## config.mk

```make
export PLATFORM = sky130hd
export DESIGN_NAME = luma_key_alpha_core
export DESIGN_NICKNAME = d
export VERILOG_FILES = /design/src/hdl/lka_pkg.sv /design/src/hdl/lka_classify.sv /design/src/hdl/lka_div_step.sv /design/src/hdl/lka_div.sv /design/src/hdl/luma_key_alpha_core.sv
export SDC_FILE = /design/constraint.sdc
export NUM_CORES = 2
export LEC_CHECK = 0
export BUFFER_PORTS_ARGS = -buffer_cell sky130_fd_sc_hd__clkbuf_2
export CORE_ASPECT_RATIO = 0.75
export CORE_UTILIZATION = 30
export CTS_BUF_LIST = sky130_fd_sc_hd__clkbuf_4 sky130_fd_sc_hd__clkbuf_8 sky130_fd_sc_hd__clkbuf_16
export DETAILED_ROUTE_END_ITERATION = 10
export PLACE_DENSITY = 0.42
export REMOVE_ABC_BUFFERS = 1
export SLEW_MARGIN = 10
export SYNTH_ARGS = -nofsm -noshare
export SYNTH_HDL_FRONTEND = slang
export SYNTH_HIERARCHICAL = 1
export SYNTH_SLANG_ARGS = --single-unit
```

## constraint.sdc

```tcl
create_clock -name clock -period 7.3 [get_ports clock]
set_clock_uncertainty 0.15 [all_clocks]
set_input_delay 0.365 -clock clock [delete_from_list [all_inputs] [get_ports clock]]
set_output_delay 0.365 -clock clock [all_outputs]
set_load 0.05 [all_outputs]
```

## src/hdl/lka_pkg.sv

```systemverilog
// Package for the luma keyer: field widths, full-scale constant, key modes,
// register indexes and the per-beat sideband struct. No dependencies.
package lka_pkg;

   localparam int PIXEL_BITS = 16;
   localparam int FIELD_W    = 16;
   localparam int QUOT_W     = PIXEL_BITS;
   localparam int PROD_W     = FIELD_W + PIXEL_BITS;
   localparam int CSR_IDX_W  = 2;

   localparam logic [PIXEL_BITS-1:0] FULL_SCALE = {PIXEL_BITS{1'b1}};

   localparam logic [CSR_IDX_W-1:0] CSR_BLACK_LEVEL = 2'd0;
   localparam logic [CSR_IDX_W-1:0] CSR_WHITE_LEVEL = 2'd1;
   localparam logic [CSR_IDX_W-1:0] CSR_SOFT_WIDTH  = 2'd2;

   localparam logic [FIELD_W-1:0] BLACK_LEVEL_RESET = 16'd0;
   localparam logic [FIELD_W-1:0] WHITE_LEVEL_RESET = 16'd2;
   localparam logic [FIELD_W-1:0] SOFT_WIDTH_RESET  = 16'd0;

   typedef enum logic [1:0] {
      KEY_PASS,
      KEY_ZERO,
      KEY_BELOW,
      KEY_ABOVE
   } key_mode_type;

   typedef struct packed {
      key_mode_type        mode;
      logic [FIELD_W-1:0]  alpha;
   } side_type;

endpackage

```

## src/hdl/lka_classify.sv

```systemverilog
// First pipeline stage of the luma keyer: compares the luma against the key
// band and the soft ramps and forms the ramp numerator. Uses lka_pkg.
module lka_classify (
   input  logic                    clock,
   input  logic                    reset,
   input  logic                    in_valid,
   output logic                    in_ready,
   input  logic [lka_pkg::FIELD_W-1:0] luma,
   input  logic [lka_pkg::FIELD_W-1:0] alpha,
   input  logic [lka_pkg::FIELD_W-1:0] black_level,
   input  logic [lka_pkg::FIELD_W-1:0] white_level,
   input  logic [lka_pkg::FIELD_W-1:0] soft_width,
   output logic                    out_valid,
   input  logic                    out_ready,
   output lka_pkg::side_type       out_side,
   output logic [lka_pkg::FIELD_W-1:0] out_num
);

   logic                        valid_ff;
   lka_pkg::side_type           side_ff;
   lka_pkg::side_type           side_in;
   logic [lka_pkg::FIELD_W-1:0] num_ff;
   logic [lka_pkg::FIELD_W-1:0] num_in;
   logic [lka_pkg::FIELD_W:0]   luma_plus_soft;
   logic [lka_pkg::FIELD_W:0]   white_plus_soft;
   logic                        in_band;
   logic                        in_ramp;

   always_comb begin
      luma_plus_soft  = {1'b0, luma} + {1'b0, soft_width};
      white_plus_soft = {1'b0, white_level} + {1'b0, soft_width};
      in_band = (luma >= black_level) && (luma <= white_level);
      in_ramp = (soft_width != '0) && (luma_plus_soft > {1'b0, black_level}) &&
                ({1'b0, luma} < white_plus_soft);
      side_in.alpha = alpha;
      num_in = '0;
      if (in_band) begin
         side_in.mode = lka_pkg::KEY_ZERO;
      end else if (in_ramp) begin
         if (luma < black_level) begin
            side_in.mode = lka_pkg::KEY_BELOW;
            num_in = lka_pkg::FIELD_W'(luma_plus_soft - {1'b0, black_level});
         end else begin
            side_in.mode = lka_pkg::KEY_ABOVE;
            num_in = luma - white_level;
         end
      end else begin
         side_in.mode = lka_pkg::KEY_PASS;
      end
   end

   assign in_ready = ~valid_ff | out_ready;

   always_ff @(posedge clock) begin
      if (reset) begin
         valid_ff <= 1'b0;
      end else if (in_ready) begin
         valid_ff <= in_valid;
      end
   end

   always_ff @(posedge clock) begin
      if (in_ready && in_valid) begin
         side_ff <= side_in;
         num_ff  <= num_in;
      end
   end

   assign out_valid = valid_ff;
   assign out_side  = side_ff;
   assign out_num   = num_ff;

endmodule

```

## src/hdl/lka_div_step.sv

```systemverilog
// One restoring-division stage: compares the partial remainder with the
// shifted soft width and produces one quotient bit. Uses lka_pkg.
module lka_div_step (
   input  logic                        clock,
   input  logic                        reset,
   input  logic                        in_valid,
   output logic                        in_ready,
   input  lka_pkg::side_type           in_side,
   input  logic [lka_pkg::PROD_W-1:0]  in_rem,
   input  logic [lka_pkg::QUOT_W-1:0]  in_quot,
   input  logic [lka_pkg::PROD_W-1:0]  divisor,
   output logic                        out_valid,
   input  logic                        out_ready,
   output lka_pkg::side_type           out_side,
   output logic [lka_pkg::PROD_W-1:0]  out_rem,
   output logic [lka_pkg::QUOT_W-1:0]  out_quot
);

   logic                         valid_ff;
   lka_pkg::side_type            side_ff;
   logic [lka_pkg::PROD_W-1:0]   rem_ff;
   logic [lka_pkg::PROD_W-1:0]   rem_in;
   logic [lka_pkg::QUOT_W-1:0]   quot_ff;
   logic [lka_pkg::QUOT_W-1:0]   quot_in;
   logic                         fits;

   always_comb begin
      fits    = in_rem >= divisor;
      rem_in  = fits ? (in_rem - divisor) : in_rem;
      quot_in = {in_quot[lka_pkg::QUOT_W-2:0], fits};
   end

   assign in_ready = ~valid_ff | out_ready;

   always_ff @(posedge clock) begin
      if (reset) begin
         valid_ff <= 1'b0;
      end else if (in_ready) begin
         valid_ff <= in_valid;
      end
   end

   always_ff @(posedge clock) begin
      if (in_ready && in_valid) begin
         side_ff <= in_side;
         rem_ff  <= rem_in;
         quot_ff <= quot_in;
      end
   end

   assign out_valid = valid_ff;
   assign out_side  = side_ff;
   assign out_rem   = rem_ff;
   assign out_quot  = quot_ff;

endmodule

```

## src/hdl/lka_div.sv

```systemverilog
// Ramp arithmetic of the luma keyer: a registered multiply by full scale,
// then one lka_div_step per quotient bit. Uses lka_pkg and lka_div_step.
module lka_div (
   input  logic                        clock,
   input  logic                        reset,
   input  logic                        in_valid,
   output logic                        in_ready,
   input  lka_pkg::side_type           in_side,
   input  logic [lka_pkg::FIELD_W-1:0] in_num,
   input  logic [lka_pkg::FIELD_W-1:0] soft_width,
   output logic                        out_valid,
   input  logic                        out_ready,
   output lka_pkg::side_type           out_side,
   output logic [lka_pkg::QUOT_W-1:0]  out_quot
);

   logic                         mul_valid_ff;
   lka_pkg::side_type            mul_side_ff;
   logic [lka_pkg::PROD_W-1:0]   mul_prod_ff;
   logic [lka_pkg::PROD_W-1:0]   mul_prod_in;

   logic                         step_valid [lka_pkg::QUOT_W+1];
   logic                         step_ready [lka_pkg::QUOT_W+1];
   lka_pkg::side_type            step_side  [lka_pkg::QUOT_W+1];
   logic [lka_pkg::PROD_W-1:0]   step_rem   [lka_pkg::QUOT_W+1];
   logic [lka_pkg::QUOT_W-1:0]   step_quot  [lka_pkg::QUOT_W+1];

   assign mul_prod_in = lka_pkg::PROD_W'(in_num) * lka_pkg::PROD_W'(lka_pkg::FULL_SCALE);
   assign in_ready    = ~mul_valid_ff | step_ready[0];

   always_ff @(posedge clock) begin
      if (reset) begin
         mul_valid_ff <= 1'b0;
      end else if (in_ready) begin
         mul_valid_ff <= in_valid;
      end
   end

   always_ff @(posedge clock) begin
      if (in_ready && in_valid) begin
         mul_side_ff <= in_side;
         mul_prod_ff <= mul_prod_in;
      end
   end

   assign step_valid[0] = mul_valid_ff;
   assign step_side[0]  = mul_side_ff;
   assign step_rem[0]   = mul_prod_ff;
   assign step_quot[0]  = '0;

   for (genvar i = 0; i < lka_pkg::QUOT_W; i++) begin : g_step
      lka_div_step u_step (
         .clock     (clock),
         .reset     (reset),
         .in_valid  (step_valid[i]),
         .in_ready  (step_ready[i]),
         .in_side   (step_side[i]),
         .in_rem    (step_rem[i]),
         .in_quot   (step_quot[i]),
         .divisor   (lka_pkg::PROD_W'(soft_width) << (lka_pkg::QUOT_W - 1 - i)),
         .out_valid (step_valid[i+1]),
         .out_ready (step_ready[i+1]),
         .out_side  (step_side[i+1]),
         .out_rem   (step_rem[i+1]),
         .out_quot  (step_quot[i+1])
      );
   end

   assign out_valid                     = step_valid[lka_pkg::QUOT_W];
   assign step_ready[lka_pkg::QUOT_W]   = out_ready;
   assign out_side                      = step_side[lka_pkg::QUOT_W];
   assign out_quot                      = step_quot[lka_pkg::QUOT_W];

endmodule

```

## src/hdl/luma_key_alpha_core.sv

```systemverilog
// Luma keyer with soft ramps: one beat per cycle sustained while the result
// side keeps taking beats.
// Stages: band compare, multiply by full scale, one stage per quotient bit
// of the pipelined divider, output register. Every stage has its own valid
// bit and fills bubbles while the output stalls.
// Synchronous reset empties the pipeline and restores the register defaults.
module luma_key_alpha_core (
   input  logic                            clock,
   input  logic                            reset,
   input  logic                            req_valid,
   output logic                            req_ready,
   input  logic [lka_pkg::FIELD_W-1:0]     req_luma_in,
   input  logic [lka_pkg::FIELD_W-1:0]     req_alpha_in,
   output logic                            rsp_valid,
   input  logic                            rsp_ready,
   output logic [lka_pkg::FIELD_W-1:0]     rsp_alpha_out,
   input  logic                            csr_we,
   input  logic [lka_pkg::CSR_IDX_W-1:0]   csr_index,
   input  logic [lka_pkg::FIELD_W-1:0]     csr_wdata
);

   logic [lka_pkg::FIELD_W-1:0] black_level_ff;
   logic [lka_pkg::FIELD_W-1:0] white_level_ff;
   logic [lka_pkg::FIELD_W-1:0] soft_width_ff;

   logic                        cls_valid;
   logic                        cls_ready;
   lka_pkg::side_type           cls_side;
   logic [lka_pkg::FIELD_W-1:0] cls_num;

   logic                        div_valid;
   logic                        div_ready;
   lka_pkg::side_type           div_side;
   logic [lka_pkg::QUOT_W-1:0]  div_quot;

   logic                        rsp_valid_ff;
   logic [lka_pkg::FIELD_W-1:0] rsp_alpha_ff;
   logic [lka_pkg::FIELD_W-1:0] rsp_alpha_in;
   logic [lka_pkg::FIELD_W-1:0] quot_ext;

   always_ff @(posedge clock) begin
      if (reset) begin
         black_level_ff <= lka_pkg::BLACK_LEVEL_RESET;
         white_level_ff <= lka_pkg::WHITE_LEVEL_RESET;
         soft_width_ff  <= lka_pkg::SOFT_WIDTH_RESET;
      end else if (csr_we) begin
         unique case (csr_index)
            lka_pkg::CSR_BLACK_LEVEL: black_level_ff <= csr_wdata;
            lka_pkg::CSR_WHITE_LEVEL: white_level_ff <= csr_wdata;
            lka_pkg::CSR_SOFT_WIDTH:  soft_width_ff  <= csr_wdata;
            default: ;
         endcase
      end
   end

   lka_classify u_classify (
      .clock       (clock),
      .reset       (reset),
      .in_valid    (req_valid),
      .in_ready    (req_ready),
      .luma        (req_luma_in),
      .alpha       (req_alpha_in),
      .black_level (black_level_ff),
      .white_level (white_level_ff),
      .soft_width  (soft_width_ff),
      .out_valid   (cls_valid),
      .out_ready   (cls_ready),
      .out_side    (cls_side),
      .out_num     (cls_num)
   );

   lka_div u_div (
      .clock      (clock),
      .reset      (reset),
      .in_valid   (cls_valid),
      .in_ready   (cls_ready),
      .in_side    (cls_side),
      .in_num     (cls_num),
      .soft_width (soft_width_ff),
      .out_valid  (div_valid),
      .out_ready  (div_ready),
      .out_side   (div_side),
      .out_quot   (div_quot)
   );

   always_comb begin
      quot_ext = lka_pkg::FIELD_W'(div_quot);
      unique case (div_side.mode)
         lka_pkg::KEY_PASS:  rsp_alpha_in = div_side.alpha;
         lka_pkg::KEY_ZERO:  rsp_alpha_in = '0;
         lka_pkg::KEY_BELOW: rsp_alpha_in = lka_pkg::FIELD_W'(lka_pkg::FULL_SCALE) - quot_ext;
         lka_pkg::KEY_ABOVE: rsp_alpha_in = quot_ext;
         default:            rsp_alpha_in = div_side.alpha;
      endcase
   end

   assign div_ready = ~rsp_valid_ff | rsp_ready;

   always_ff @(posedge clock) begin
      if (reset) begin
         rsp_valid_ff <= 1'b0;
      end else if (div_ready) begin
         rsp_valid_ff <= div_valid;
      end
   end

   always_ff @(posedge clock) begin
      if (div_ready && div_valid) begin
         rsp_alpha_ff <= rsp_alpha_in;
      end
   end

   assign rsp_valid     = rsp_valid_ff;
   assign rsp_alpha_out = rsp_alpha_ff;

endmodule

```

==> impl_metrics.tcl <==
set metrics [dict create \
    outcome "complete, no violations" \
    worstSetupStartpoint "u_classify/out_num[13]$_SDFFCE_PP0P_" \
    seqCellArea_mm2 0.0315 \
    vdd_ir_drop_max_v 0.000920 \
    synth.cell_area_mm2 0.0782 \
    max_cap_violations 0 \
    antenna_found_initial 19 \
    dieArea_mm2 0.263 \
    holdPathStages 3 \
    drc 0 \
    fill_cells 26286 \
    syn_avg_cell_area_um2 10.2 \
    via_per_inst 5.01 \
    clk_latency_ns 0.77 \
    drive_gt1_frac 0.0674 \
    worst_setup_path_start_kind "register" \
    grt_usage 0.176 \
    rsz0062_at_grt "false" \
    placed_area_mm2 0.0828 \
    drv_slew 0 \
    post-cts-setup-buffers 0 \
    ys_warn_count 6 \
    worstMarginPinSlew_ns 1.15 \
    critical_path_class "reg2reg" \
    cts_buffers 116 \
    die_x_um 591 \
    clockRootBuffer "clkbuf_16" \
    hold_violations 0 \
    dp_hpwl_um 182000 \
    die_h_um 444 \
    initial_core_util 0.303 \
    critPathMaxFanout 8 \
    finalSetupTns_ns 0 \
    gp_congestion 0.855 \
    grt_overflow 0 \
    power_leakage_nw 33.2 \
    clock_sink_count 1071 \
    clk_pin_slew_ns 0.06 \
    grt_max_degree 69 \
    first_pass_iters 6 \
    io_pins 73 \
    cp-end-kind "register" \
    syn2layout_area_growth_pct 11.5 \
    grt_pass1_vias 55005 \
    syn_inst 7680 \
    setup_viol 0 \
    reg2regPathDepth 18 \
    min_from "csr_wdata[3]" \
    period_minus_slack_ns 6.66 \
    cts_tree "done" \
    holdCritPathClass "in2reg" \
    h-tree-depth 3 \
    rows 161 \
    drt_iter0_markers 4269 \
    clock_path_buffers 3 \
    wl_per_cell_um 20.6 \
    grt_pass1_wl_um 354000 \
    p_per_area_mw_per_mm2 343 \
    fin_crit_sh 0.912 \
    vias 57535 \
    multi_input_area_mm2 0.0430 \
    relSlewSlack 0.236 \
    worstReg2RegStart "u_classify/out_num[13]$_SDFFCE_PP0P_" \
    crit_arrival_ns 7.01 \
    ant_nets 0 \
    nNetsFinal 8848 \
    crit_required_ns 7.65 \
    final_cell_area_mm2 0.0871 \
    max_freq_mhz 150 \
    port_buffers 72 \
    wirelength_um 236000 \
    hold-worst-slack_ns 0.0594 \
    core_mm2 0.258 \
]
[path summary, 6_finish.rpt]
kind                                                   endpoint  slack [ns]
worst max register to register  u_div/mul_prod_ff[29]$_DFFE_PP_        0.64
worst max-delay path            u_div/mul_prod_ff[29]$_DFFE_PP_        0.64
worst min-delay path              soft_width_ff[3]$_SDFFE_PP0P_        0.06
worst min register to register  u_div/mul_side_ff[16]$_DFFE_PP_        0.23
[layout make-up]
class                      instances  share of cell area
antenna                            3           0.0000862
clock buffer                     152              0.0367
clock inverter                    68             0.00945
inverter                         866              0.0373
multi-input combinational       5740               0.493
sequential                      1071               0.362
tap                             3423              0.0492
timing repair buffer             155              0.0122
[state kept, by name, summed over array words and instances (netlist names)]
signal                         cells
white_level_ff                    16
u_div/mul_side_ff                 18
u_classify/out_side               18
u_div/mul_valid_ff                 1
u_classify/out_valid               1
u_div/g_step.u_step/out_side     288
black_level_ff                    16
u_classify/out_num                16
rsp_valid                          1
soft_width_ff                     16
u_div/g_step.u_step/out_valid     16
u_div/g_step.u_step/out_quot     136
rsp_alpha_out                     16
u_div/mul_prod_ff                 32
u_div/g_step.u_step/out_rem      480
[power breakdown]
part / internal (mW) / switching (mW)
combinational: 6.24 / 9.62
clock: 3.57 / 2.65
sequential: 7.57 / 0.209
total: 17.4 / 12.5
[worst max-delay path: stages (launching register included)]
cell      delay (ns)
edfxtp_1        0.56
fa_1            0.64
inv_1           0.11
fa_1            0.57
inv_1           0.08
fa_1            0.55
fa_1            0.45
fa_1            0.60
inv_1           0.07
fa_1            0.53
inv_1           0.05
ha_1            0.45
nand3_1         0.15
nor3_1          0.36
o2111a_1        0.36
o211ai_1        0.14
a32oi_1         0.37
a221oi_2        0.11
xnor2_1         0.15
[metal layers]
metal  track usage  share of wire  vias to the layer above
li1              -              -                    28293
met1         0.274           0.52                    27782
met2         0.261           0.42                     1247
met3        0.0199          0.044                      213
met4        0.0316          0.017                        0
met5             0              0                        -
[stage by stage]
step / setup WS (ns) / instances / power (mW) / util
2_1_floorplan: 1.29 / 7677 / 19.2 / -
3_3_place_gp: 0.588 / 11223 / 23.6 / 0.321
3_5_place_dp: 0.568 / 11223 / 23.4 / 0.321
4_1_cts: 0.620 / 11475 / 29.9 / 0.338
5_1_grt: 0.323 / 11476 / 32.1 / 0.338
6_report: 0.644 / 11478 / 29.9 / 0.338
[layout by cell type (no fill, tap or decap), types with 91 or more instances in the layout]
cell / count
clkbuf_16: 116
nand4_1: 133
o21ai_1: 91
xor2_1: 202
xnor2_1: 255
a21oi_1: 522
nor2_1: 398
nand3_1: 165
mux2_1: 214
mux2i_1: 95
o21ai_0: 323
nand2_1: 505
nand2b_1: 144
fa_1: 139
a21o_1: 283
conb_1: 270
inv_1: 852
edfxtp_1: 1004
and3_1: 100
nor3_1: 97
ha_1: 704
[what timing repair did]
item | 4_1_cts | 5_1_grt
hold endpoints to repair | 56 | 0
hold buffers | 32 | 0
gates resized for setup | 0 | 0
Note: power is estimated with default switching activity, not from simulation.
